==> src/hdl/lh_fifo.sv <==
// Small register FIFO with push/full and pop/empty sides.
// No dependencies; DEPTH must be a power of two.
`default_nettype none

module lh_fifo #(
  parameter int WIDTH = 8,
  parameter int DEPTH = 2
) (
  input  wire logic             clk,
  input  wire logic             rst_n,
  input  wire logic             push,
  input  wire logic [WIDTH-1:0] wdata,
  output logic                  full,
  input  wire logic             pop,
  output logic      [WIDTH-1:0] rdata,
  output logic                  empty
);

  localparam int PTR_W = $clog2(DEPTH);

  logic [WIDTH-1:0] mem_r [DEPTH];
  logic [PTR_W-1:0] wr_ptr_r, wr_ptr_nxt;
  logic [PTR_W-1:0] rd_ptr_r, rd_ptr_nxt;
  logic [PTR_W:0]   count_r, count_nxt;
  logic             do_push, do_pop;

  assign full    = (count_r == (PTR_W+1)'(DEPTH));
  assign empty   = (count_r == '0);
  assign do_push = push && !full;
  assign do_pop  = pop && !empty;
  assign rdata   = mem_r[rd_ptr_r];

  // pointer and fill-level update
  always_comb begin
    wr_ptr_nxt = do_push ? wr_ptr_r + 1'b1 : wr_ptr_r;
    rd_ptr_nxt = do_pop ? rd_ptr_r + 1'b1 : rd_ptr_r;
    count_nxt  = count_r;
    if (do_push && !do_pop) begin
      count_nxt = count_r + 1'b1;
    end else if (do_pop && !do_push) begin
      count_nxt = count_r - 1'b1;
    end
  end

  always_ff @(posedge clk) begin
    if (!rst_n) begin
      wr_ptr_r <= '0;
      rd_ptr_r <= '0;
      count_r  <= '0;
    end else begin
      wr_ptr_r <= wr_ptr_nxt;
      rd_ptr_r <= rd_ptr_nxt;
      count_r  <= count_nxt;
    end
  end

  // storage, no reset
  always_ff @(posedge clk) begin
    if (do_push) begin
      mem_r[wr_ptr_r] <= wdata;
    end
  end

endmodule

`default_nettype wire

==> config.mk <==
export PLATFORM = sky130hd
export DESIGN_NAME = lh_fifo
export DESIGN_NICKNAME = d
export VERILOG_FILES = /design/src/hdl/lh_fifo.sv
export SDC_FILE = /design/constraint.sdc
export NUM_CORES = 1
export LEC_CHECK = 0
export BUFFER_PORTS_ARGS = -buffer_cell sky130_fd_sc_hd__buf_2
export CORE_UTILIZATION = 52
export CTS_BUF_LIST = sky130_fd_sc_hd__clkbuf_4 sky130_fd_sc_hd__clkbuf_8
export CTS_CLUSTER_DIAMETER = 30
export DETAILED_ROUTE_END_ITERATION = 6
export PLACE_DENSITY = 0.81
export RECOVER_POWER = 25
export SETUP_SLACK_MARGIN = 0.1
export SLEW_MARGIN = 15
export SYNTH_ARGS = -nofsm -noshare
export SYNTH_HDL_FRONTEND = slang
export SYNTH_SLANG_ARGS = --single-unit
==> constraint.sdc <==
create_clock -name clk -period 1.85 [get_ports clk]
set_input_delay 0.0925 -clock clk [delete_from_list [all_inputs] [get_ports clk]]
set_output_delay 0.0925 -clock clk [all_outputs]
set_load 0.02 [all_outputs]
Yosys cells after proc, flatten, opt, wreduce, memory -nomap -nowiden

Memories as Yosys holds them, arrays and structs flattened. A register that Yosys moved wholly into a read port is not among the register bits.
Cells that the tools add are included.

Flip-flop bits (word level): 4
RAM bits: 16
Bits of input ports: 12
Output and inout bits: 10
Logic and storage cells: 25
Memories kept: 1

Add/subtract/negate cells: 4
Equal/unequal tests: 1
Multiplexer cells: 6
Reduce and logical (&&, ||, !) cells: 10

Memory list:

| memory | depth | width | read ports | clocked after Yosys merged registers in | wr ports | RTL line | text |
|---|---|---|---|---|---|---|---|
| mem_r  | 2     | 8     | 1          | 1                                       | 1        | 21       | `logic [WIDTH-1:0] mem_r [DEPTH];` |

Operator list:

| kind                | count |
|---|---|
| $logic_and 1x1->1   | 4 |
| $logic_not 1->1     | 4 |
| $mux 1              | 4 |
| $mux 2              | 2 |
| $add 1x1->1 const B | 2 |
| $add 2x1->2 const B | 1 |
| $eq 2x2->1 const B  | 1 |
| $logic_not 2->1     | 1 |
| $reduce_bool 2->1   | 1 |
| $sub 2x1->2 const B | 1 |

Longest topological paths before layout

Gate-level depths: netlist of run 1.

Word-level depth: 7
Gate-level depth with buffers: 7
Depth with buffers taken out: 7

Worst setup path after synthesis of run 1

No wires, ideal clock.

Kind: register to register
Start: reg count_r[0]
End: reg count_r[1]
Setup time: 70 ps
Data arrival time: 1,548 ps
Required time: 1,780 ps
Path slack: 232 ps
Stages on the path, launching flop included: 7
Path buffers: 0
Period minus slack after synthesis: 1,618 ps
Path through: dfxtp_1 -> nand2b_1 -> inv_1 -> nor2_1 -> ha_1 -> or3_1 -> a21oi_1

Word-level cells in the longest chain between the ends: 6
Elaborated cells on any way between the ends: 15
Those cells by class: add/sub: 2; eq/ne: 1; mux: 2; reduce/logical: 10

Ends and longest elaborated chain:

| element                            | RTL line | text |
|---|---|---|
| from (decl)                        | 24       | `logic [PTR_W:0] count_r, count_nxt;` |
| from (signal assigned)             | 53       | `count_r <= count_nxt;` |
| $eq 2x2->1 (*)                     | 27       | `assign full = (count_r == (PTR_W+1)'(DEPTH));` |
| named net full                     | 13       | `output logic full,` |
| $logic_not 1->1 (*)                | 29       | `assign do_push = push && !full;` |
| $logic_and 1x1->1 (*)              | 29       |  |
| named net do_push                  | 25       | `logic do_push, do_pop;` |
| $logic_not 1->1                    | 40       | `end else if (do_pop && !do_push) begin` |
| $logic_and 1x1->1                  | 40       |  |
| $reduce_bool 2->1 (no source line) | n/a      |  |

Mark *: on every way through the listed nets, which the timed path passes. The rest lies on a longest branch. The select of a mux whose other input is x is not followed.
A chain may end at the register's enable or synchronous reset.

Final worst setup path of run 1

Start: reg count_r[0]
End: reg count_r[1]

Word-level cells in the longest chain between the ends: 6
Elaborated cells on any way between the ends: 15
Those cells by class: add/sub: 2; eq/ne: 1; mux: 2; reduce/logical: 10

Ends and longest elaborated chain:

| element                            | RTL line |
|---|---|
| $eq 2x2->1 (*)                     | 27 |
| $logic_not 1->1 (*)                | 29 |
| $logic_and 1x1->1 (*)              | 29 |
| named net do_push                  | 25 |
| $logic_not 1->1                    | 40 |
| $logic_and 1x1->1                  | 40 |
| $reduce_bool 2->1 (no source line) | n/a |

Marked as above.

==> results of run 1 <==
## state kept, by name, indices dropped and copies added, names as in the netlist, named ones only
signal	flops
wr_ptr_r	1
rd_ptr_r	1
mem_r	16
count_r	2
## synthesized netlist by cell type (all sizes together)
cell,count,area (sq um)
dfxtp,5,100.1
xor2,3,26.28
ha,1,12.51
edfxtp,16,480.5
mux2,8,90.09
nor2,5,18.77
inv,3,11.26
buf,1,5.000
o21a,1,7.510
nor3,1,10.01
or3,1,6.260
and3,1,6.260
a21boi,1,7.510
nand2b,1,6.260
o21ai,2,10.01
a21oi,1,5.000
## power by group through the flow
stage	Clock, uW	Combinational (uW)	Sequential [uW]
after detailed placement	0	450	674
after global routing	244	501	675
after CTS	234	464	663
after global placement	0	436	670
after floorplan	0	345	642
final	224	460	662
## metrics by stage
| stage | std cells | hold WS [ps] |
|---|---|---|
| final | 99 | 23.13 |
| after global routing | 99 | 23.76 |
| after CTS | 99 | 13.54 |
| after detailed placement | 87 | 284.3 |
| after global placement | 87 | 280.2 |
| after floorplan | 51 | 191.4 |
## routing by layer
metal | track usage, % | vias up | wire, um
li1 | - | 252 | -
met1 | 18.48 | 228 | 539
met2 | 29.69 | 11 | 676
met3 | 4.787 | 2 | 39
met4 | 9.677 | 0 | 16
met5 | 0 | - | 0
## worst paths after layout
kind         depth (start not counted)        from  slack (ps)    endpoint
max                                  6  count_r[0]         230  count_r[1]
min                                  2       rst_n          20    wr_ptr_r
max reg2reg                          6  count_r[0]         230  count_r[1]
min reg2reg                          2  count_r[1]         520  count_r[1]
## worst max-delay path, delay by kind of cell, from the launching register on
kind                     cells  cell delay (ps)
flip-flops                   1              370
AO/OA/AOI/OAI                1              130
adder cells (fa/ha/maj)      1              330
AND/OR/NAND/NOR              3              620
buffers and inverters        1              110
## cell families after synthesis
logic type	synth area share [%]
compound gates	3.738
xor+xnor	3.272
fa+ha+maj	1.557
buf+inv	2.024
flops	72.27
mux	11.22
simple gates	5.921
## area by class of cell
cell class	count	area (sq um)	area share [%]
sequential	21	580.6	56.11
multi-input combinational	26	206.4	19.95
timing repair buffer	30	187.7	18.14
inverter	3	11.26	1.088
tap	15	18.77	1.814
clock buffer	4	30.03	2.902
==> flow_summary_export.csv, run 1 <==
group,metric,value,unit
sta,rsz0062_at_grt,"false",
cts,cts.sinks,21,
pwr,p_int,903.7,uW
pwr,p_seq_share,49.2,%
sta,fmax,618.0,MHz
critical_path,endpoint_kind,"flip-flop",
critical_path,slowest_delay,380,ps
cells_and_area,layout_commonest_cell,"buf_2",
sta,fin_crit,1618,ps
cells_and_area,final_cell_area,1035,sq um
cts,clock_latency,290,ps
sta,worst_pin_slew,402.2,ps
yosys,synth_seq_area_share,72.27,%
global_routing,grt_pass1_wl,1697,um
global_routing,grt_max_degree,12,
pwr,power_frac_comb,34.2,%
sta,tns,0,ps
cts,ctsLongestPathBuffers,2,
cells_and_area,most-common-layout-cells,"17 x buf_2, 16 x edfxtp_1, 8 x mux2_2, 8 x dlygate4sd3_1",
pwr,power,1346,uW
cells_and_area,area_growth,28.82,%
pwr,ir_drop,0.0007959,V
yosys,synth_cells,51,
floorplan,die-width,41.31,um
cells_and_area,antennaDiodeCount,0,
global_routing,gr-total-overflow,0,
routing,drc,0,
yosys,syn_avg_cell_area,15.75,sq um
critical_path,crit_fanout,5,
global_routing,grtUsageTotal,17.05,%
yosys,synth_cell_types,16,
pwr,powerDensity,1301,nW/um^2
routing,antenna_left,0,
yosys,ys_ff_latch,21,
status,status,"complete, no violations",
cts,cts.hold.buffers_added,8,
sta,fin_skew,4.981,ps
pwr,p_switching,442.3,uW
yosys,yosysWarnings,0,
sta,worst_slack,231.9,ps
critical_path,crit_type,"flip-flop to flip-flop",
cts,clk_pin_slew,110,ps
cts,post_cts_resized,0,
floorplan,row_count,13,
sta,finalSetupViolCount,0,
placement,placed_cell_area,929.6,sq um
yosys,netlist_area,803.3,sq um
routing,viasPerCell,4.980,
critical_path,worstSetupStartpointType,"flip-flop",
cells_and_area,nFillCells,92,
placement,gp_congestion,0.7244,
cells_and_area,drive_gt1_share,36.90,%
critical_path,cp_cell_sequence,"nand2b_1 -> inv_1 -> nor2_1 -> ha_1 -> or3_1 -> a21oi_1",
cts,cts_root_buf,"clkbuf_4",
critical_path,cp_slowest_cell,"or3_1",
job,maxCapViolations,0,
critical_path,cp_data_arrival_time,1850,ps
floorplan,dieHeight,41.31,um
routing,vias,493,
pwr,clkPwrFrac,16.6,%
floorplan,pin_count,22,
routing,firstDrtPassIters,2,
global_routing,antenna_found_initial,0,
floorplan,die_area,1706,sq um
routing,drt_iter0_drc,6,
placement,io_buffers,21,
hold_path,hold_class,"input port to flip-flop",
global_routing,grt_pass1_vias,402,
floorplan,start_util,58.79,%
cts,htree_levels,1,
routing,post_drt_wl_per_cell,12.84,um
routing,totalWireLength,1271,um
pwr,p_leak,0.0004191,uW
cells_and_area,nets,98,
sta,slew_headroom,73.04,%
yosys,syn_nets,64,
placement,dp_hpwl,909.9,um
cells_and_area,post-route-util,75.73,%
pwr,p_sw_share,32.86,%
critical_path,worstPathRequired,2090,ps
floorplan,coreArea,1366,sq um
cts,post_cts_buffers,0,
cts,cts_tree,"yes",
placement,place_ws,256.6,ps
cts,cts_inserted_buffers,3,
sta,finalCritPeriodShare,87.47,%
sta,finalHoldViolCount,0,
sta,slew_violations,0,
(Power assumes the default switching activity.)
==> run 2, diff against run 1 <==
- CORE_ASPECT_RATIO: unset -> 1.2
- CORE_UTILIZATION: 52 -> 25
- PLACE_DENSITY: 0.81 -> 0.46
==> flow_summary_export.csv, run 2 (synthesis results as in run 1) <==
group,metric,value,unit
status,status,"complete, no violations",
routing,post_drt_wl_per_cell,11.24,um
global_routing,grt_pass1_wl,2007,um
critical_path,worstSetupStartpointType,"flip-flop",
pwr,powerDensity,1257,nW/um^2
sta,worst_slack,254.0,ps
global_routing,grt_max_degree,13,
cells_and_area,layout_commonest_cell,"buf_2",
floorplan,pin_count,22,
routing,drt_iter0_drc,7,
global_routing,gr-total-overflow,0,
placement,io_buffers,21,
routing,vias,490,
cells_and_area,regMostFlops,"mem_r",
sta,fin_skew,1.661,ps
floorplan,row_count,22,
sta,rsz0062_at_grt,"false",
sta,fin_crit,1596,ps
cells_and_area,reg_top3,"mem_r x16, count_r x2",
sta,finalSetupViolCount,0,
critical_path,crit_start,"count_r[0]",
critical_path,slowest_delay,370,ps
sta,slew_headroom,74.11,%
pwr,p_leak,0.0004184,uW
routing,firstDrtPassIters,2,
critical_path,cp_data_arrival_time,1830,ps
placement,gp_congestion,0.6320,
pwr,power,1331,uW
cells_and_area,largest_reg_flops,16,
cts,cts_root_buf,"clkbuf_4",
critical_path,cp.buffers_inverters,1,
floorplan,die_area,3445,sq um
floorplan,dieHeight,64.10,um
floorplan,start_util,26.29,%
global_routing,grt_pass1_vias,473,
routing,totalWireLength,1349,um
cells_and_area,nets,98,
cts,clock_latency,290,ps
cells_and_area,most-common-layout-cells,"17 x buf_2, 16 x edfxtp_1, 8 x mux2_2, 8 x dlygate4sd3_1",
cts,post_cts_resized,0,
critical_path,cp_slowest_cell,"dfxtp_1",
cells_and_area,drive_gt1_share,36.90,%
global_routing,antenna_found_initial,0,
critical_path,worstPathRequired,2080,ps
floorplan,coreArea,3055,sq um
routing,viasPerCell,4.083,
hold_path,hold_class,"input port to flip-flop",
hold_path,worstHoldStart,"rst_n",
global_routing,grtUsageTotal,8.182,%
sta,finalCritPeriodShare,86.27,%
sta,tns,0,ps
sta,slew_violations,0,
cells_and_area,antennaDiodeCount,0,
placement,place_ws,276.2,ps
cells_and_area,nFillCells,304,
cells_and_area,final_cell_area,1059,sq um
cts,cts_tree,"yes",
sta,finalHoldViolCount,0,
cts,htree_levels,1,
sta,worst_pin_slew,387.8,ps
critical_path,crit_type,"flip-flop to flip-flop",
critical_path,cp_cell_sequence,"nand2b_1 -> inv_1 -> nor2_1 -> ha_1 -> or3_1 -> a21oi_1",
cts,cts.sinks,21,
pwr,ir_drop,0.0006452,V
placement,dp_hpwl,956.2,um
sta,fmax,626.6,MHz
critical_path,path_delay_family,"simple AND/OR/NAND/NOR gates",
routing,drc,0,
cts,cts_inserted_buffers,3,
cells_and_area,area_growth,31.78,%
floorplan,die-width,53.75,um
cts,clk_pin_slew,110,ps
cts,ctsLongestPathBuffers,2,
placement,placed_cell_area,955.9,sq um
critical_path,endpoint_kind,"flip-flop",
job,maxCapViolations,0,
critical_path,rr_startpoint,"count_r[0]",
critical_path,crit_fanout,5,
routing,antenna_left,0,
run 2: changes by cell type in the layout (fill, tap and decap cells not counted), sizes merged:
cell and change:
clkbuf -1, clkinv +1
run 2: routing by layer:
metal | wire length (um) | GRT usage [%] | vias up
met3 | 87 | 2.143 | 2
li1 | - | - | 249
met1 | 616 | 9.488 | 224
met4 | 10 | 2.961 | 0
met5 | 0 | 0 | -
met2 | 636 | 13.89 | 15
run 2: path summary, 6_finish.rpt:
check,end,slack [ps],depth (start not counted)
min,wr_ptr_r,10,2
max,count_r[1],250,6
max reg2reg,count_r[1],250,6
min reg2reg,rd_ptr_r,520,2
run 2: stage by stage:
stage               instances  hold slack, ps  utilization (%)
CTS                       120           12.32            34.81
global placement          108           281.9            31.29
finish                    120           13.38            34.64
floorplan                  51           191.4                -
detailed placement        108           290.7            31.29
global route              120           24.42            34.64
run 2: timing repair:
| action | in CTS | in global routing |
|---|---|---|
| hold endpoints to repair | 16 | 0 |
| setup buffers | 0 | 0 |
| hold buffers | 8 | 0 |
run 2: cell type report:
class | instances | area [sq um] | share of cell area (%)
Sequential cell | 21 | 580.6 | 54.85
Multi-Input combinational cell | 26 | 206.4 | 19.50
Timing Repair Buffer | 30 | 187.7 | 17.73
Tap cell | 36 | 45.04 | 4.255
Clock buffer | 3 | 22.52 | 2.128
Inverter | 3 | 11.26 | 1.064
Clock inverter | 1 | 5.005 | 0.4728
run 2: report_power, final:
group / switching [uW] / total (uW) / internal, uW
clock network: 132 / 213 / 80.3
registers: 61.7 / 663 / 601
logic: 252 / 455 / 203
==> run 3, diff against run 2 <==
- ABC_AREA: unset -> 1
- SETUP_SLACK_MARGIN: 0.1 -> 0.02
- clock period: 1.85 -> 2 ns (I/O delays scaled with it)
==> flow_summary_export.csv, run 3 <==
group,metric,value,unit
placement,placed_cell_area,991.0,sq um
cts,ctsLongestPathBuffers,2,
critical_path,cp_data_arrival_time,1400,ps
cells_and_area,area_growth,31.78,%
sta,rsz0062_at_grt,"false",
pwr,power,1257,uW
yosys,post-synth-top-count-cell,"edfxtp_1",
status,status,"complete, no violations",
yosys,synth_cell_types,16,
routing,post_drt_wl_per_cell,9.970,um
routing,viasPerCell,4.173,
cts,cts_inserted_buffers,3,
placement,dp_hpwl,963.6,um
cells_and_area,regMostFlops,"mem_r",
pwr,powerDensity,1148,nW/um^2
cts,cts_root_buf,"clkbuf_4",
pwr,p_int,825.2,uW
floorplan,pin_count,22,
critical_path,worstSetupStartpointType,"flip-flop",
cts,clk_pin_slew,110,ps
global_routing,grtUsageTotal,8.760,%
yosys,yosys.area.top_type,"edfxtp_1",
pwr,p_seq_share,49.1,%
yosys,synth-main-ff-cell,"edfxtp_1",
cells_and_area,largest_reg_flops,16,
cts,post_cts_resized,0,
global_routing,grt_pass1_wl,2270,um
global_routing,met1_usage,10.23,%
cells_and_area,most-common-layout-cells,"16 x buf_2, 16 x edfxtp_1, 9 x nor2_1, 8 x mux2_2, 8 x dlygate4sd3_1",
critical_path,worstPathRequired,1900,ps
critical_path,cp_cell_sequence,"mux2_2 -> buf_2",
cts,cts_tree,"yes",
cells_and_area,post-route-util,35.20,%
global_routing,top_usage_layer,"met2",
floorplan,die_area,3559,sq um
pwr,p_leak,0.0004408,uW
cells_and_area,nets,111,
critical_path,crit_fanout,8,
cts,clock_latency,290,ps
cells_and_area,reg_top3,"mem_r x16, count_r x2",
global_routing,grt_max_degree,12,
cells_and_area,final_cell_area,1095,sq um
sta,finalCritPeriodShare,74.76,%
cts,post_cts_buffers,0,
sta,hold_ws,65.17,ps
yosys,syn_avg_cell_area,13.19,sq um
global_routing,antenna_found_initial,0,
pwr,power_frac_comb,34.5,%
floorplan,die-width,54.63,um
hold_path,hold_class,"input port to flip-flop",
yosys,netlist_area,830.8,sq um
critical_path,rr_worst_depth,9,
sta,slew_headroom,74.41,%
floorplan,start_util,26.71,%
routing,firstDrtPassIters,3,
global_routing,gr-total-overflow,0,
cells_and_area,drive_gt1_share,37.11,%
critical_path,rrSetupSlack,540,ps
job,maxCapViolations,0,
routing,drc,0,
routing,vias,555,
floorplan,coreArea,3110,sq um
yosys,synth_commonest_cells,"16 x edfxtp_1, 9 x nor2_1, 8 x mux2_2, 6 x inv_1, 6 x nand2_1",
global_routing,use_met2,14.91,%
cts,htree_levels,1,
global_routing,grt_pass1_vias,554,
sta,fin_crit,1495,ps
pwr,ir_drop,0.0004919,V
sta,tns,0,ps
yosys,synth_cells,63,
cells_and_area,antennaDiodeCount,0,
yosys,synthTopCellsByArea,"edfxtp_1 58%, dfxtp_1 12%, mux2_2 11%",
yosys,synth_seq_area_share,69.88,%
critical_path,endpoint_kind,"output port",
routing,antenna_left,0,
cts,cts.sinks,21,
yosys,syn_nets,76,
placement,gp_congestion,0.7014,
pwr,clkPwrFrac,16.4,%
hold_path,hold_path_depth,3,
routing,drt_iter0_drc,8,
yosys,synth_edf_count,16,
critical_path,crit_type,"flip-flop to output port",
sta,fin_skew,11.41,ps
yosys,ys_ff_latch,21,
placement,io_buffers,21,
yosys,yosysTopAreaCellShare,57.83,%
sta,slew_violations,0,
sta,finalHoldViolCount,0,
routing,totalWireLength,1326,um
floorplan,dieHeight,65.15,um
yosys,yosysWarnings,0,
sta,fmax,668.8,MHz
sta,worst_pin_slew,383.4,ps
pwr,p_sw_share,34.36,%
yosys,synthArstFlopShare,0,%
floorplan,row_count,22,
global_routing,met3_usage,2.315,%
sta,finalSetupViolCount,0,
critical_path,cp_slowest_cell,"dfxtp_1",
pwr,p_switching,431.9,uW
critical_path,slowest_delay,560,ps
-- run 3: changes by cell type after synthesis, moves of 2 or more --
| cell | change |
|---|---|
| nand2_1 | +6 |
| nor2_1 | +4 |
| inv_1 | +3 |
| inv_2 | +3 |
| xor2_1 | -3 |
| o21ai_0 | -2 |
| o21ai_1 | +2 |
-- run 3: through the flow --
step / instances / worst slack (ps)
floorplan: 63 / 636.8
global placement: 121 / 621.4
detailed placement: 121 / 557.7
CTS: 133 / 456.6
global route: 133 / 368.1
finish: 133 / 504.8
-- run 3: final cells by class --
type                       count  area, sq um
clock buffer                   4        30.03
sequential                    21        580.6
multi-input combinational     32        211.5
timing repair buffer          31        193.9
fill                         317         2016
inverter                       9        33.78
tap                           36        45.04
-- run 3: cell families after synthesis --
kind of cell | Yosys count | synth area share (%)
adders and majority gates | 1 | 1.506
buffers and inverters | 10 | 4.668
muxes | 8 | 10.84
DFF | 21 | 69.88
and+or+nand+nor | 19 | 10.24
AOI/OAI and AO/OA | 4 | 2.861
-- run 3: power by group through the flow --
stage	clock network, uW	logic [uW]	registers, uW
after floorplan	0	326	602
after global placement	0	423	626
after detailed placement	0	429	629
after CTS	218	443	621
after global routing	233	489	633
final	206	434	617
-- run 3: timing repair --
item	CTS	global route
hold buffers	8	0
endpoints found under the setup margin	0	0
endpoints found under the hold margin	16	0
-- run 3: metal layers --
layer,wire [um],part of all wire [%]
met5,0,0
met4,0,0
met3,82,6.2
met2,655,49
met1,587,44
-- run 3: final timing paths --
| check | from | end |
|---|---|---|
| min reg2reg | rd_ptr_r | rd_ptr_r |
| min | rst_n | count_r[1] |
| max | flip-flop | rdata[1] |
| max reg2reg | count_r[1] | count_r[1] |
-- run 3: worst max-delay path: cells and delay by family (launching register included) --
family	cells	cell delay (ps)
flops	1	560
mux	1	390
buf+inv	1	160
