==> src/hdl/lh_pkg.sv <==
// Luma histogram package: widths, reset values, opcodes, register indexes,
// the command and result records, and the back-end state encoding.
// No dependencies.
`default_nettype none

package lh_pkg;

  // Default sizing of the bin store
  localparam int BIN_COUNT_DFLT  = 256;
  localparam int COUNT_BITS_DFLT = 32;

  // Datapath widths
  localparam int WEIGHT_W      = 16;
  localparam int CHAN_W        = 8;
  localparam int PROD_W        = WEIGHT_W + CHAN_W;
  localparam int SUM_W         = PROD_W + 2;
  localparam int LUMA_SHIFT    = 16;
  localparam int LUMA_W        = 8;
  localparam int SEL_W         = 8;
  localparam int BIN_IDX_MAX_W = 12;
  localparam int OUT_COUNT_W   = 32;
  localparam int OPCODE_W      = 2;
  localparam int CFG_IDX_W     = 2;

  localparam logic [LUMA_W-1:0] LUMA_MAX = 8'd255;

  // Queue depths
  localparam int CMD_Q_DEPTH = 4;
  localparam int RES_Q_DEPTH = 2;

  // BT.709 weights, unsigned Q0.16
  localparam logic [WEIGHT_W-1:0] WEIGHT_RED_RST   = 16'd13933;
  localparam logic [WEIGHT_W-1:0] WEIGHT_GREEN_RST = 16'd46871;
  localparam logic [WEIGHT_W-1:0] WEIGHT_BLUE_RST  = 16'd4732;

  // Input opcodes
  localparam logic [OPCODE_W-1:0] OP_ADD        = 2'd0;
  localparam logic [OPCODE_W-1:0] OP_READ       = 2'd1;
  localparam logic [OPCODE_W-1:0] OP_READ_CLEAR = 2'd2;

  // Configuration register indexes
  localparam logic [CFG_IDX_W-1:0] REG_WEIGHT_RED   = 2'd0;
  localparam logic [CFG_IDX_W-1:0] REG_WEIGHT_GREEN = 2'd1;
  localparam logic [CFG_IDX_W-1:0] REG_WEIGHT_BLUE  = 2'd2;

  typedef enum logic [1:0] {
    CMD_ADD,
    CMD_READ,
    CMD_READ_CLEAR
  } cmd_kind_t;

  // Classified work item passed from front end to back end
  typedef struct packed {
    cmd_kind_t                kind;
    logic [BIN_IDX_MAX_W-1:0] bin;
    logic [SEL_W-1:0]         sel;
    logic                     in_range;
  } cmd_t;

  typedef struct packed {
    logic [SEL_W-1:0]       bin_number;
    logic [OUT_COUNT_W-1:0] bin_count;
  } result_t;

  typedef enum logic [1:0] {
    BK_CLEAR,
    BK_IDLE,
    BK_RMW
  } back_state_t;

endpackage

`default_nettype wire

==> src/hdl/lh_front.sv <==
// Luma histogram front end: weight registers, pixel multiply stage, luma
// and bin classification, command push. Depends on lh_pkg.
`default_nettype none

module lh_front #(
  parameter int BIN_COUNT = lh_pkg::BIN_COUNT_DFLT
) (
  input  wire logic                                clk,
  input  wire logic                                rst_n,
  // configuration
  input  wire logic                                cfg_valid,
  output logic                                     cfg_ready,
  input  wire logic [lh_pkg::CFG_IDX_W-1:0]        cfg_index,
  input  wire logic [lh_pkg::WEIGHT_W-1:0]         cfg_data,
  // input items
  input  wire logic                                in_push,
  output logic                                     in_full,
  input  wire logic [lh_pkg::OPCODE_W-1:0]         in_opcode,
  input  wire logic [lh_pkg::CHAN_W-1:0]           in_red,
  input  wire logic [lh_pkg::CHAN_W-1:0]           in_green,
  input  wire logic [lh_pkg::CHAN_W-1:0]           in_blue,
  input  wire logic [lh_pkg::SEL_W-1:0]            in_bin_select,
  // back end status and command queue
  input  wire logic                                clearing,
  output logic                                     cmd_push,
  output lh_pkg::cmd_t                             cmd_data,
  input  wire logic                                cmd_full
);

  localparam int PW  = lh_pkg::PROD_W;
  localparam int SW  = lh_pkg::SUM_W;
  localparam int LWW = lh_pkg::SUM_W - lh_pkg::LUMA_SHIFT;
  localparam int BIW = lh_pkg::BIN_IDX_MAX_W;

  logic [lh_pkg::WEIGHT_W-1:0] weight_red_r, weight_green_r, weight_blue_r;

  logic                        s1_v_r, s1_v_nxt;
  logic [lh_pkg::OPCODE_W-1:0] s1_op_r;
  logic [lh_pkg::SEL_W-1:0]    s1_sel_r;
  logic [PW-1:0]               s1_pr_r, s1_pg_r, s1_pb_r;

  logic [SW-1:0]               sum;
  logic [LWW-1:0]              luma_wide;
  logic [lh_pkg::LUMA_W-1:0]   luma;
  logic [BIW-1:0]              pix_bin;
  logic                        op_ok;
  logic                        advance;
  logic                        accept;

  // configuration writes, always taken; unknown index ignored
  assign cfg_ready = 1'b1;

  always_ff @(posedge clk) begin
    if (!rst_n) begin
      weight_red_r   <= lh_pkg::WEIGHT_RED_RST;
      weight_green_r <= lh_pkg::WEIGHT_GREEN_RST;
      weight_blue_r  <= lh_pkg::WEIGHT_BLUE_RST;
    end else if (cfg_valid) begin
      case (cfg_index)
        lh_pkg::REG_WEIGHT_RED:   weight_red_r   <= cfg_data;
        lh_pkg::REG_WEIGHT_GREEN: weight_green_r <= cfg_data;
        lh_pkg::REG_WEIGHT_BLUE:  weight_blue_r  <= cfg_data;
        default: ;
      endcase
    end
  end

  // luma from registered products, saturated, then clamped to the last bin
  always_comb begin
    sum       = SW'(s1_pr_r) + SW'(s1_pg_r) + SW'(s1_pb_r);
    luma_wide = sum[SW-1:lh_pkg::LUMA_SHIFT];
    luma      = (luma_wide > LWW'(lh_pkg::LUMA_MAX)) ? lh_pkg::LUMA_MAX
                                                     : luma_wide[lh_pkg::LUMA_W-1:0];
    if (32'(luma) >= 32'(BIN_COUNT)) begin
      pix_bin = BIW'(BIN_COUNT - 1);
    end else begin
      pix_bin = BIW'(luma);
    end
  end

  // classify the item held in stage 1
  always_comb begin
    op_ok             = 1'b1;
    cmd_data.kind     = lh_pkg::CMD_READ;
    cmd_data.bin      = BIW'(s1_sel_r);
    cmd_data.sel      = s1_sel_r;
    cmd_data.in_range = (32'(s1_sel_r) < 32'(BIN_COUNT));
    case (s1_op_r)
      lh_pkg::OP_ADD: begin
        cmd_data.kind     = lh_pkg::CMD_ADD;
        cmd_data.bin      = pix_bin;
        cmd_data.in_range = 1'b1;
      end
      lh_pkg::OP_READ: begin
        cmd_data.kind = lh_pkg::CMD_READ;
      end
      lh_pkg::OP_READ_CLEAR: begin
        cmd_data.kind = lh_pkg::CMD_READ_CLEAR;
      end
      default: begin
        // opcode three is dropped here
        op_ok = 1'b0;
      end
    endcase
  end

  // stage 1 moves when it is empty, drops its item, or the queue has room
  always_comb begin
    cmd_push = s1_v_r && op_ok && !cmd_full;
    advance  = !s1_v_r || !op_ok || !cmd_full;
    in_full  = clearing || !advance;
    accept   = in_push && !in_full;
    s1_v_nxt = advance ? accept : s1_v_r;
  end

  always_ff @(posedge clk) begin
    if (!rst_n) begin
      s1_v_r <= 1'b0;
    end else begin
      s1_v_r <= s1_v_nxt;
    end
  end

  // multiply stage payload
  always_ff @(posedge clk) begin
    if (accept) begin
      s1_op_r  <= in_opcode;
      s1_sel_r <= in_bin_select;
      s1_pr_r  <= PW'(weight_red_r) * PW'(in_red);
      s1_pg_r  <= PW'(weight_green_r) * PW'(in_green);
      s1_pb_r  <= PW'(weight_blue_r) * PW'(in_blue);
    end
  end

endmodule

`default_nettype wire

==> config.mk <==
export PLATFORM = sky130hd
export DESIGN_NAME = lh_front
export DESIGN_NICKNAME = d
export VERILOG_FILES = /design/src/hdl/lh_pkg.sv /design/src/hdl/lh_front.sv
export SDC_FILE = /design/constraint.sdc
export NUM_CORES = 1
export LEC_CHECK = 0
export BUFFER_PORTS_ARGS = -buffer_cell sky130_fd_sc_hd__buf_4
export CORE_UTILIZATION = 55
export DETAILED_ROUTE_END_ITERATION = 12
export HOLD_SLACK_MARGIN = 0.12
export PLACE_DENSITY_LB_ADDON = 0.1
export SETUP_SLACK_MARGIN = 0.3
export SYNTH_ARGS = -nofsm -noshare
export SYNTH_HDL_FRONTEND = slang
export SYNTH_SLANG_ARGS = --single-unit
==> constraint.sdc <==
create_clock -name clk -period 5.41 [get_ports clk]
set_clock_uncertainty 0.05 [all_clocks]
set_input_delay 0 -clock clk [delete_from_list [all_inputs] [get_ports clk]]
set_output_delay 0 -clock clk [all_outputs]
set_load 0.03 [all_outputs]
======== After elaboration in Yosys (flattened, before gate mapping) ========
Cells that the tools add are included.
storage, ports and cells
  bits in registers ....................... 131
  bits of input ports ..................... 58
  output and inout bits ................... 26
  word-level logic and storage cells ...... 40
operators by class
  add/sub/neg operators ................... 2
  $mul .................................... 3
  magnitude comparators ................... 1
  equality and inequality tests ........... 4
  multiplexer cells ....................... 4
  reductions and logical operators ........ 17
operator list
  kind                   count
  $mul A16 B8 Y24        3
  $add A25 B24 Y26       1
  $add A24 B24 Y25       1
  $mux W8                2
  $gt A10 B8 Y1 const B  1
  $reduce_and A2 Y1      3
  $logic_not A1 Y1       5
  $eq A2 B1 Y1 const B   2
  $eq A2 B2 Y1 const B   2
  $logic_not A2 Y1       2
  $pmux W2 S2            1
  $logic_and A1 B1 Y1    3
  $logic_or A1 B1 Y1     3
  $reduce_or A3 Y1       1
  $mux W1                1

======== Logic depth before layout (Yosys ltp) ========
Gate-level depths: netlist of run 1.
  depth after elaboration ................. 10
  mapped depth ............................ 19
  mapped depth without buffers ............ 18

======== Worst setup path after synthesis of run 1 ========
No wires, ideal clock.
  kind .................................... reg-to-reg
  from .................................... reg weight_green_r[6] (netlist bit)
  to ...................................... reg s1_pg_r[22], data pin
  library setup time ...................... 0.258 ns
  arrival ................................. 4.298 ns
  setup slack ............................. 0.805 ns
  cell stages (with the launch flop) ...... 16
  path buffers ............................ 0
  path through ............................ dfxtp_1 and2_1 fa_1 fa_1 fa_1 inv_1 fa_1 inv_1 ha_1 or3_4 o32a_4 a311oi_2 nor3_1 a211o_1 a21oi_2 xnor2_1
on the way
  word-level cells in the longest chain between the ends .. 1
ends and longest elaborated chain
  item                    line             RTL
  start, declared         lh_front.sv:35   logic [lh_pkg::WEIGHT_W-1:0] weight_red_r, weight_green_r, weight_blue_r;
  start signal, assigned  lh_front.sv:56   weight_green_r <= lh_pkg::WEIGHT_GREEN_RST;
  start signal, assigned  lh_front.sv:61   lh_pkg::REG_WEIGHT_GREEN: weight_green_r <= cfg_data;
  $mul A16 B8 Y24         lh_front.sv:130  s1_pg_r <= PW'(weight_green_r) * PW'(in_green);
  end signal, assigned    lh_front.sv:130
  end, declared           lh_front.sv:40   logic [PW-1:0] s1_pr_r, s1_pg_r, s1_pb_r;
Every way passes these cells.
A chain may end at the register's enable or synchronous reset.

======== Worst setup path after layout of run 1 ========
  from .................................... reg weight_green_r[1] (netlist bit)
  to ...................................... reg s1_pg_r[22], data pin
Same word-level chain as after synthesis.

==> impl_results.md, run 1 <==
* Die area at 0.0326 mm2
* Vias at 12581
* First-pass GRT wire length at 68.2 mm
* Dpl hpwl at 32.6 mm
* Ys Warns at 0
* Clock period minus worst slack at 4.96 ns
* Final setup vio count at 0
* Placeable Area at 0.0315 mm2
* CTS Buffer Depth at 2
* Die H at 181 um
* Final slew viol count at 0
* Iter 0 DRT Violations at 694
* Post-layout nets at 2408
* Worst skew pair latency at 0.43 ns
* Routed WL at 40.9 mm
* Antenna violations before repair at 1
* Mapped Cells at 1825
* Top_reg_cell synth: edfxtp_1
* CTS root buffer: clkbuf_16
* Initial Util at 0.557
* GRT Util Overall at 0.266
* Largest net degree at the start of global routing at 55
* Hold WS at 0.194 ns
* Crit end category: flop
* Synth unique cells at 64
* ANT cells at 0
* Clock Sinks at 131
* FFs w/ async S/R, synth at 0
* Total gr overflow at 0
* First-pass DRT Iterations at 5
* Synth-to-Final Area Change at 11.3%
* Status: finished clean
* I/O pin total at 84
* Total CTS buffers at 17
* Hold Path Origin: in_blue[1]
* Vias per cell at 5.39
* Syn Std Cell Area at 0.0175 mm2
* Hold Fails Final Rpt at 0
* Gr busiest metal: met2
* Post-synth EDFFs at 82
* Max VDD drop at 0.297 mV
* H-tree levels at 4
* Final GP Congestion at 0.865
* Final instance area at 0.0195 mm2
* CP startpoint kind: flop
* Critical path class: flop to flop
* Rel. slew slack at 0.369
* Max Fclk at 0.202 GHz
* RR Startpoint: weight_green_r[1]$_SDFFE_PN1P_
* Vias in the first global route at 13134
* Critical Path RT at 5.53 ns
* Post-route ant nets at 0
* Met2 Use GR at 0.450
* #FFs+latches synth at 131
* Crit path from: weight_green_r[1]$_SDFFE_PN1P_
* CTS tree: built
* CP Data Arrival Time at 5.09 ns
* Pleak at 9.36 nW
* Post-DP Area at 0.0185 mm2
* Die width at 181 um
* Max capacitance violation total at 0
* Crit share post-route at 0.917
* Port buffer count at 77
* PwrDens at 450 mW/mm2
* Peak fanout along the critical path at 9
* Met3 usage at 0.0269
* Layout cell share with drive strength beyond 1 at 0.0735
* Finished Core Util at 0.621
* Total power after layout at 8.80 mW
* Sequential area share after synthesis at 0.196
* Worst hold-check path type: primary input to flop
* GRT met1 Usage at 0.364
* Number of remaining DRC errors at 0
* Mean post-synth cell area at 9.61 um2
* Least-Margin Pin Slew at 0.943 ns
* Fin Setup TNS at 0 ns
* Clock transition at the registers of the reported paths at 0.07 ns
* WL per Instance at 17.5 um
* RSZ-0062 raised after global routing: false
* Row Count at 65
==> worst paths after layout <==
check | to | slack, ns | depth (start not counted)
worst max-delay path | s1_pg_r[22]$_DFFE_PP_ | 0.45 | 16
worst min-delay path | s1_pb_r[1]$_DFFE_PP_ | 0.19 | 3
worst max register to register | s1_pg_r[22]$_DFFE_PP_ | 0.45 | 16
worst min register to register | weight_green_r[7]$_SDFFE_PN0P_ | 0.47 | 2
==> synthesized netlist by cell type (10+ instances only) <==
cell type  instances  area share
a21o_1            18      0.0077
xor2_1            13      0.0065
nand3_1           35       0.010
nand2_1          198       0.042
a21boi_0          14      0.0060
o21a_1            14      0.0060
a21oi_1           53       0.015
edfxtp_1          82        0.14
a21boi_1          11      0.0047
nor2_1            30      0.0064
o21ai_0           10      0.0029
nor2b_1           14      0.0050
o21ai_1           13      0.0037
dfxtp_1           49       0.056
ha_1             155        0.11
fa_1             275        0.31
inv_1            319       0.068
clkbuf_1          42      0.0090
xnor2_1           45       0.022
nor3_1            16      0.0046
and2_1           316        0.11
==> worst max-delay path, stage by stage, from the launching register on <==
cell	delay, ns
dfxtp_1	0.49
nand2_1	0.14
fa_1	0.48
fa_1	0.49
inv_1	0.05
fa_1	0.51
inv_1	0.06
fa_1	0.48
inv_1	0.04
ha_1	0.22
or3_4	0.36
o32a_4	0.40
a311oi_2	0.30
nor3_2	0.11
a211o_1	0.28
a21oi_2	0.15
xnor2_1	0.08
==> where the power goes <==
part / switching, mW / internal, mW
clock network: 0.509 / 0.742
logic: 3.32 / 2.55
registers: 0.154 / 1.53
total: 3.98 / 4.82
==> repair_timing <==
action                                 CTS  global route
setup endpoints to repair                0             6
endpoints found under the hold margin   64             0
resized for setup                        0            14
setup buffers                            0             1
hold buffers                            40             0
==> flip-flops by register name (all words and copies together) (netlist names) <==
| name | flops |
|---|---|
| s1_op_r | 2 |
| s1_pg_r | 24 |
| weight_blue_r | 16 |
| s1_v_r | 1 |
| s1_sel_r | 8 |
| s1_pr_r | 24 |
| weight_red_r | 16 |
| s1_pb_r | 24 |
| weight_green_r | 16 |
==> layer usage <==
| layer | wire (um) | part of all wire | vias up |
|---|---|---|---|
| met1 | 18300 | 0.45 | 6364 |
| met3 | 1630 | 0.040 | 49 |
| li1 | - | - | 5899 |
| met4 | 1030 | 0.025 | 0 |
| met2 | 19900 | 0.49 | 269 |
| met5 | 0 | 0 | - |
==> kinds of logic after synthesis <==
logic type	after synthesis	share of synthesized area
other	2	0.000428
and+or+nand+nor	649	0.197
buffers and inverters	371	0.0807
AOI/OAI and AO/OA	184	0.0726
adders and majority gates	430	0.424
DFF	131	0.196
xor gates and xnor gates	58	0.0290
==> layout by cell type (no fill, tap or decap), types with 13 or more instances in the layout <==
cell           count
clkbuf_16         17
dlygate4sd3_1     40
o21a_1            14
buf_4             84
nor3_1            15
edfxtp_1          82
o21ai_1           13
nand3_1           35
and2_1           315
nor2b_1           14
dfxtp_1           37
xnor2_1           45
xor2_1            13
nand2_1          198
fa_1             275
nor2_1            30
a21o_1            18
ha_1             155
a21oi_1           53
inv_1            319
a21boi_0          14
==> cell type report <==
cell class	instances	area [um2]
Clock inverter	14	193
Sequential cell	131	3460
Clock buffer	18	429
Multi-Input combinational cell	1327	12700
Inverter	319	1200
Fill cell	2660	11900
Timing Repair Buffer	124	1030
Tap cell	402	503
==> stage by stage <==
stage | instances | setup slack (ns)
3_5_place_dp | 2262 | 0.428
2_1_floorplan | 1829 | 0.805
4_1_cts | 2334 | 0.374
5_1_grt | 2335 | 0.303
6_report | 2335 | 0.448
3_3_place_gp | 2262 | 0.498
Power figures use the tool's default switching activity.
==> run 2: changes to the inputs <==
--- a/config.mk
+++ b/config.mk
@@ -10,6 +10,7 @@
 export DETAILED_ROUTE_END_ITERATION = 12
 export HOLD_SLACK_MARGIN = 0.12
 export PLACE_DENSITY_LB_ADDON = 0.1
+export RECOVER_POWER = 50
 export SETUP_SLACK_MARGIN = 0.3
 export SYNTH_ARGS = -nofsm -noshare
 export SYNTH_HDL_FRONTEND = slang
==> run 2 against run 1 <==
Effect of this change: the flow now finishes with violations (max-capacitance violations, max-slew violations); die area unchanged; non-clock buffer count stayed put; combinational power about the same; power barely moved; utilization down 0.19 points; setup slack worse by 0.0065 ns; count of clock-buffer cells in the layout stayed put; fmax shrank 0.13%; routed wire length is essentially flat; sequential share of layout area barely moved; global-route usage stayed put; critical path depth unchanged; critical endpoint unchanged.
==> impl_results.md, run 2 (synthesis gave the netlist of run 1 again) <==
* Status: finished with violations
* Failing checks: max-capacitance violations, max-slew violations
* CTS root buffer: clkbuf_16
* Die H at 181 um (unchanged)
* Row Count at 65 (unchanged)
* PwrDens at 452 mW/mm2 (+0.30%)
* Placeable Area at 0.0315 mm2 (unchanged)
* Stages on the worst setup path at 16 (unchanged)
* RSZ-0062 raised after global routing: false
* Largest net degree at the start of global routing at 55 (unchanged)
* CTS tree: built
* Final GP Congestion at 0.865 (unchanged)
* Number of remaining DRC errors at 0 (unchanged)
* Final slew viol count at 55 (+55)
* CP startpoint kind: flop
* Rel. slew slack at -1.42 (-1.79)
* Max Fclk at 0.201 GHz (-0.13%)
* Pleak at 9.30 nW (-0.72%)
* Worst-path cell chain: nand2_1, fa_1, fa_1, inv_1, fa_1, inv_1, fa_1, inv_1, ha_1, or3_4, o32a_4, a311oi_2, nor3_2, a211o_1, a21oi_2, xnor2_1
* Critical Path RT at 5.53 ns (about the same)
* Vias per cell at 5.41 (+0.40%)
* Initial Util at 0.557 (unchanged)
* GRT Util Overall at 0.266 (unchanged)
* Fin Setup TNS at 0 ns (unchanged)
* Hold Fails Final Rpt at 0 (unchanged)
* First-pass DRT Iterations at 5 (unchanged)
* Die area at 0.0326 mm2 (unchanged)
* CTS Buffer Depth at 2 (unchanged)
* Post-route ant nets at 0 (unchanged)
* Least-Margin Pin Slew at 3.64 ns (+2.69 ns)
* Register area at 0.00346 mm2 (about the same)
* Post-layout nets at 2408 (unchanged)
* Clock period minus worst slack at 4.97 ns (+0.00645 ns)
* Max VDD drop at 0.297 mV (about the same)
* I/O pin total at 84 (unchanged)
* Iter 0 DRT Violations at 764 (+10%)
* Vias in the first global route at 13134 (unchanged)
* Die width at 181 um (unchanged)
* Most common cell on crit path: fa_1
* Crit end category: flop
* Multi-input logic area at 0.0127 mm2 (about the same)
* Most common cell after layout, fill and taps aside: inv_1
* Worst reg2reg path depth at 16 (unchanged)
* Post-layout worst setup margin at 0.442 ns (-0.00645 ns)
* First-pass GRT wire length at 68.2 mm (unchanged)
* Dpl hpwl at 32.6 mm (unchanged)
* Total CTS buffers at 17 (unchanged)
* Routed WL at 40.9 mm (about the same)
* Fillers at 2678 (+0.68%)
* ANT cells at 0 (unchanged)
* Critical-path top delay cell: fa_1
* Worst skew pair latency at 0.44 ns (about the same)
* Layout cell share with drive strength beyond 1 at 0.0647 (-0.00879)
* CP peak stage delay at 0.51 ns (about the same)
* CP delay by family, top: adder cells
* Port buffer count at 77 (unchanged)
* Finished Core Util at 0.619 (-0.00195)
* CP bufs+invs at 3 (unchanged)
* Pre-CTS setup slack at 0.428 ns (unchanged)
* Antenna violations before repair at 1 (unchanged)
* Worst hold-check path type: primary input to flop
* H-tree levels at 4 (unchanged)
* Vias at 12631 (+0.40%)
* Critical path class: flop to flop
* Crit share post-route at 0.918 (+0.00119)
* Final setup vio count at 0 (unchanged)
* Most frequent cells in the layout: inv_1 (319), and2_1 (310), fa_1 (275)
* Max capacitance violation total at 1 (+1)
* Synth-to-Final Area Change at 11.0%
* Clock Sinks at 131 (unchanged)
* Peak fanout along the critical path at 9 (unchanged)
* Hold depth at 3 (unchanged)
* Clock transition at the registers of the reported paths at 0.07 ns (about the same)
* CP Data Arrival Time at 5.09 ns (about the same)
* Total gr overflow at 0 (unchanged)
* Biggest regs: s1_pb_r (24), s1_pg_r (24), s1_pr_r (24)
* WL per Instance at 17.5 um (about the same)
-- run 2: path summary, 6_finish.rpt --
check	start	end	slack (ns)
worst min register to register	weight_green_r[7]$_SDFFE_PN0P_	weight_green_r[7]$_SDFFE_PN0P_	0.47
worst min-delay path	in_blue[1]	s1_pb_r[1]$_DFFE_PP_	0.20
worst max-delay path	weight_green_r[1]$_SDFFE_PN1P_	s1_pg_r[22]$_DFFE_PP_	0.44
worst max register to register	weight_green_r[1]$_SDFFE_PN1P_	s1_pg_r[22]$_DFFE_PP_	0.44
-- run 2: tightest hold or removal path, cell delays in order --
cell and delay, ns:
buf_4 0.21, and2_0 0.16, ha_1 0.19
-- run 2: layer usage --
metal / wire [um] / global-route usage / vias up
met1: 18300 / 0.364 / 6402
li1: - / - / 5903
met4: 1030 / 0.0773 / 0
met3: 1650 / 0.0269 / 45
met5: 0 / 0 / -
met2: 19900 / 0.450 / 281
-- run 2: repair_timing --
action,CTS,global route
buffers inserted,0,1
endpoints found under the setup margin,0,6
hold endpoints to repair,64,0
hold buffers,40,0
gates resized for setup,0,14
-- run 2: per-stage QoR --
step,hold WS (ns),power [mW],instances,cell area (um2)
after floorplan,0.0489,6.06,1829,17600
after global placement,0.128,7.41,2262,18500
after detailed placement,0.130,7.49,2262,18500
after CTS,0.168,8.84,2334,19500
after global routing,0.212,9.64,2335,19500
final,0.205,8.80,2335,19500
-- run 2: final cells by class --
type	instances	share of cell area
Clock buffer	18	0.0220
Clock inverter	14	0.00990
Inverter	319	0.0615
Multi-Input combinational cell	1327	0.653
Sequential cell	131	0.178
Tap cell	402	0.0258
Timing Repair Buffer	124	0.0503
-- run 2: power by group --
part / internal [mW] / switching (mW) / total [mW]
logic: 2.54 / 3.32 / 5.86
clock network: 0.742 / 0.510 / 1.25
registers: 1.53 / 0.155 / 1.68
==> run 3: changes to the inputs <==
--- a/config.mk
+++ b/config.mk
@@ -7,10 +7,11 @@
 export LEC_CHECK = 0
 export BUFFER_PORTS_ARGS = -buffer_cell sky130_fd_sc_hd__buf_4
 export CORE_UTILIZATION = 55
+export CTS_CLUSTER_DIAMETER = 100
 export DETAILED_ROUTE_END_ITERATION = 12
 export HOLD_SLACK_MARGIN = 0.12
 export PLACE_DENSITY_LB_ADDON = 0.1
-export RECOVER_POWER = 50
+export RECOVER_POWER = 100
 export SETUP_SLACK_MARGIN = 0.3
 export SYNTH_ARGS = -nofsm -noshare
 export SYNTH_HDL_FRONTEND = slang
==> run 3 against run 2 <==
Effect of this change: the run still ends with max-capacitance violations, max-slew violations left; global-route usage is the same; routed wire length barely moved; hold slack better by 0.0016 ns; die area unchanged; utilization decreased by 0.16 points; cell area decreased by 0.26%; critical path depth unchanged; critical path type unchanged; largest power group unchanged; highest routed layer unchanged.
==> impl_results.md, run 3 (synthesis gave the netlist of run 1 again) <==
* PwrDens at 449 mW/mm2 (-0.51%)
* First-pass GRT wire length at 68.2 mm (unchanged)
* Die area at 0.0326 mm2 (unchanged)
* Worst hold-check path type: primary input to flop
* Fin Setup TNS at 0 ns (unchanged)
* Vias per cell at 5.40 (-0.15%)
* Post-layout nets at 2408 (unchanged)
* Final slew viol count at 55 (unchanged)
* WL per Instance at 17.5 um (about the same)
* Largest net degree at the start of global routing at 55 (unchanged)
* Layout cell share with drive strength beyond 1 at 0.0590 (-0.00569)
* First-pass DRT Iterations at 5 (unchanged)
* Rel. slew slack at -1.44 (-0.0201)
* Final GP Congestion at 0.865 (unchanged)
* Pleak at 9.26 nW (-0.39%)
* Port buffer count at 77 (unchanged)
* Die H at 181 um (unchanged)
* GRT Util Overall at 0.266 (unchanged)
* Crit path from: weight_green_r[8]$_SDFFE_PN1P_
* Hold Path Origin: in_blue[1]
* Initial Util at 0.557 (unchanged)
* Max Fclk at 0.199 GHz (-1.2%)
* Most frequent cells in the layout: inv_1 (319), and2_1 (296), fa_1 (275)
* Worst skew pair latency at 0.43 ns (about the same)
* Final instance area at 0.0194 mm2 (-0.26%)
* CTS tree: built
* Hold Fails Final Rpt at 0 (unchanged)
* Failing checks: max-capacitance violations, max-slew violations
* Total gr overflow at 0 (unchanged)
* RR Startpoint: weight_green_r[8]$_SDFFE_PN1P_
* Post-layout worst setup margin at 0.383 ns (-0.0586 ns)
* Max VDD drop at 0.287 mV (-3.6%)
* Status: finished with violations
* Dpl hpwl at 32.6 mm (unchanged)
* Number of remaining DRC errors at 0 (unchanged)
* Least-Margin Pin Slew at 3.67 ns (+0.0301 ns)
* CTS root buffer: clkbuf_16
* CP Data Arrival Time at 5.15 ns (+0.06 ns)
* Pre-CTS setup slack at 0.428 ns (unchanged)
* Max capacitance violation total at 1 (unchanged)
* Final setup vio count at 0 (unchanged)
* Clock transition at the registers of the reported paths at 0.07 ns (about the same)
* ANT cells at 0 (unchanged)
* Routed WL at 40.9 mm (about the same)
* Clock period minus worst slack at 5.03 ns (+0.0586 ns)
* Crit end category: flop
* Antenna violations before repair at 1 (unchanged)
* Most common cell after layout, fill and taps aside: inv_1
* Total power after layout at 8.73 mW (-0.77%)
* Biggest regs: s1_pb_r (24), s1_pg_r (24), s1_pr_r (24)
* Post-DP Area at 0.0185 mm2 (unchanged)
* Fillers at 2695 (+0.63%)
* Synth-to-Final Area Change at 10.7%
* Hold WS at 0.206 ns (+0.00159 ns)
* CTS Buffer Depth at 2 (unchanged)
* Die width at 181 um (unchanged)
* I/O pin total at 84 (unchanged)
* CP startpoint kind: flop
* Vias in the first global route at 13134 (unchanged)
* Clock Sinks at 131 (unchanged)
* Vias at 12612 (-0.15%)
* Critical Path RT at 5.54 ns (about the same)
* Critical path class: flop to flop
* Row Count at 65 (unchanged)
* Placeable Area at 0.0315 mm2 (unchanged)
* Crit share post-route at 0.929 (+0.0108)
* Post-route ant nets at 0 (unchanged)
* H-tree levels at 4 (unchanged)
* RSZ-0062 raised after global routing: false
* Total CTS buffers at 17 (unchanged)
* Iter 0 DRT Violations at 837 (+9.6%)
* Peak fanout along the critical path at 9 (unchanged)
run 3: cell count changes in the layout (fill, tap and decap cells not counted), moves of 6 or more:
cell	change
clkbuf_1	+6
and2_1	-14
o21ai_1	-7
o21ai_0	+7
and2_0	+14
buf_4	-6
run 3: path summary, 6_finish.rpt:
path / endpoint / slack [ns] / depth (start not counted)
worst max-delay path: s1_pg_r[23]$_DFFE_PP_ / 0.38 / 16
worst max register to register: s1_pg_r[23]$_DFFE_PP_ / 0.38 / 16
worst min register to register: weight_green_r[7]$_SDFFE_PN0P_ / 0.47 / 2
worst min-delay path: s1_pb_r[1]$_DFFE_PP_ / 0.21 / 3
run 3: what timing repair did:
item                                    4_1_cts  5_1_grt
hold endpoints to repair                     64        0
hold buffers                                 40        0
gates resized for setup                       0       14
endpoints found under the setup margin        0        6
buffers inserted                              0        1
run 3: per-stage QoR:
step | std cells | util
floorplan | 1829 | -
global placement | 2262 | 0.587
detailed placement | 2262 | 0.587
CTS | 2334 | 0.619
global route | 2335 | 0.617
finish | 2335 | 0.617
run 3: per-layer routing:
layer,track usage,up-vias,part of all wire
met5,0,-,0
met4,0.0773,0,0.027
met1,0.364,6358,0.45
met2,0.450,291,0.48
li1,-,5906,-
met3,0.0269,57,0.041
run 3: worst max-delay path, cell delays in order (launching register included):
cell and delay (ns):
dfxtp_1 0.45, and2_0 0.20, fa_1 0.47, fa_1 0.51
fa_1 0.49, inv_1 0.05, fa_1 0.49, inv_1 0.05
ha_1 0.34, and4_1 0.31, o21a_1 0.14, o21ai_1 0.10
a211oi_1 0.34, nor3_1 0.13, o41ai_1 0.38, a21oi_1 0.13
xnor2_1 0.13
run 3: report_power, final:
group | internal, mW | switching [mW]
registers | 1.53 | 0.155
logic | 2.51 | 3.29
clock network | 0.742 | 0.509
run 3: cell type report:
cell class | count | area (um2) | share of cell area
Multi-Input combinational cell | 1327 | 12700 | 0.653
Clock inverter | 14 | 193 | 0.00992
Clock buffer | 18 | 429 | 0.0221
Inverter | 319 | 1200 | 0.0617
Timing Repair Buffer | 124 | 956 | 0.0492
Sequential cell | 131 | 3460 | 0.178
Tap cell | 402 | 503 | 0.0259
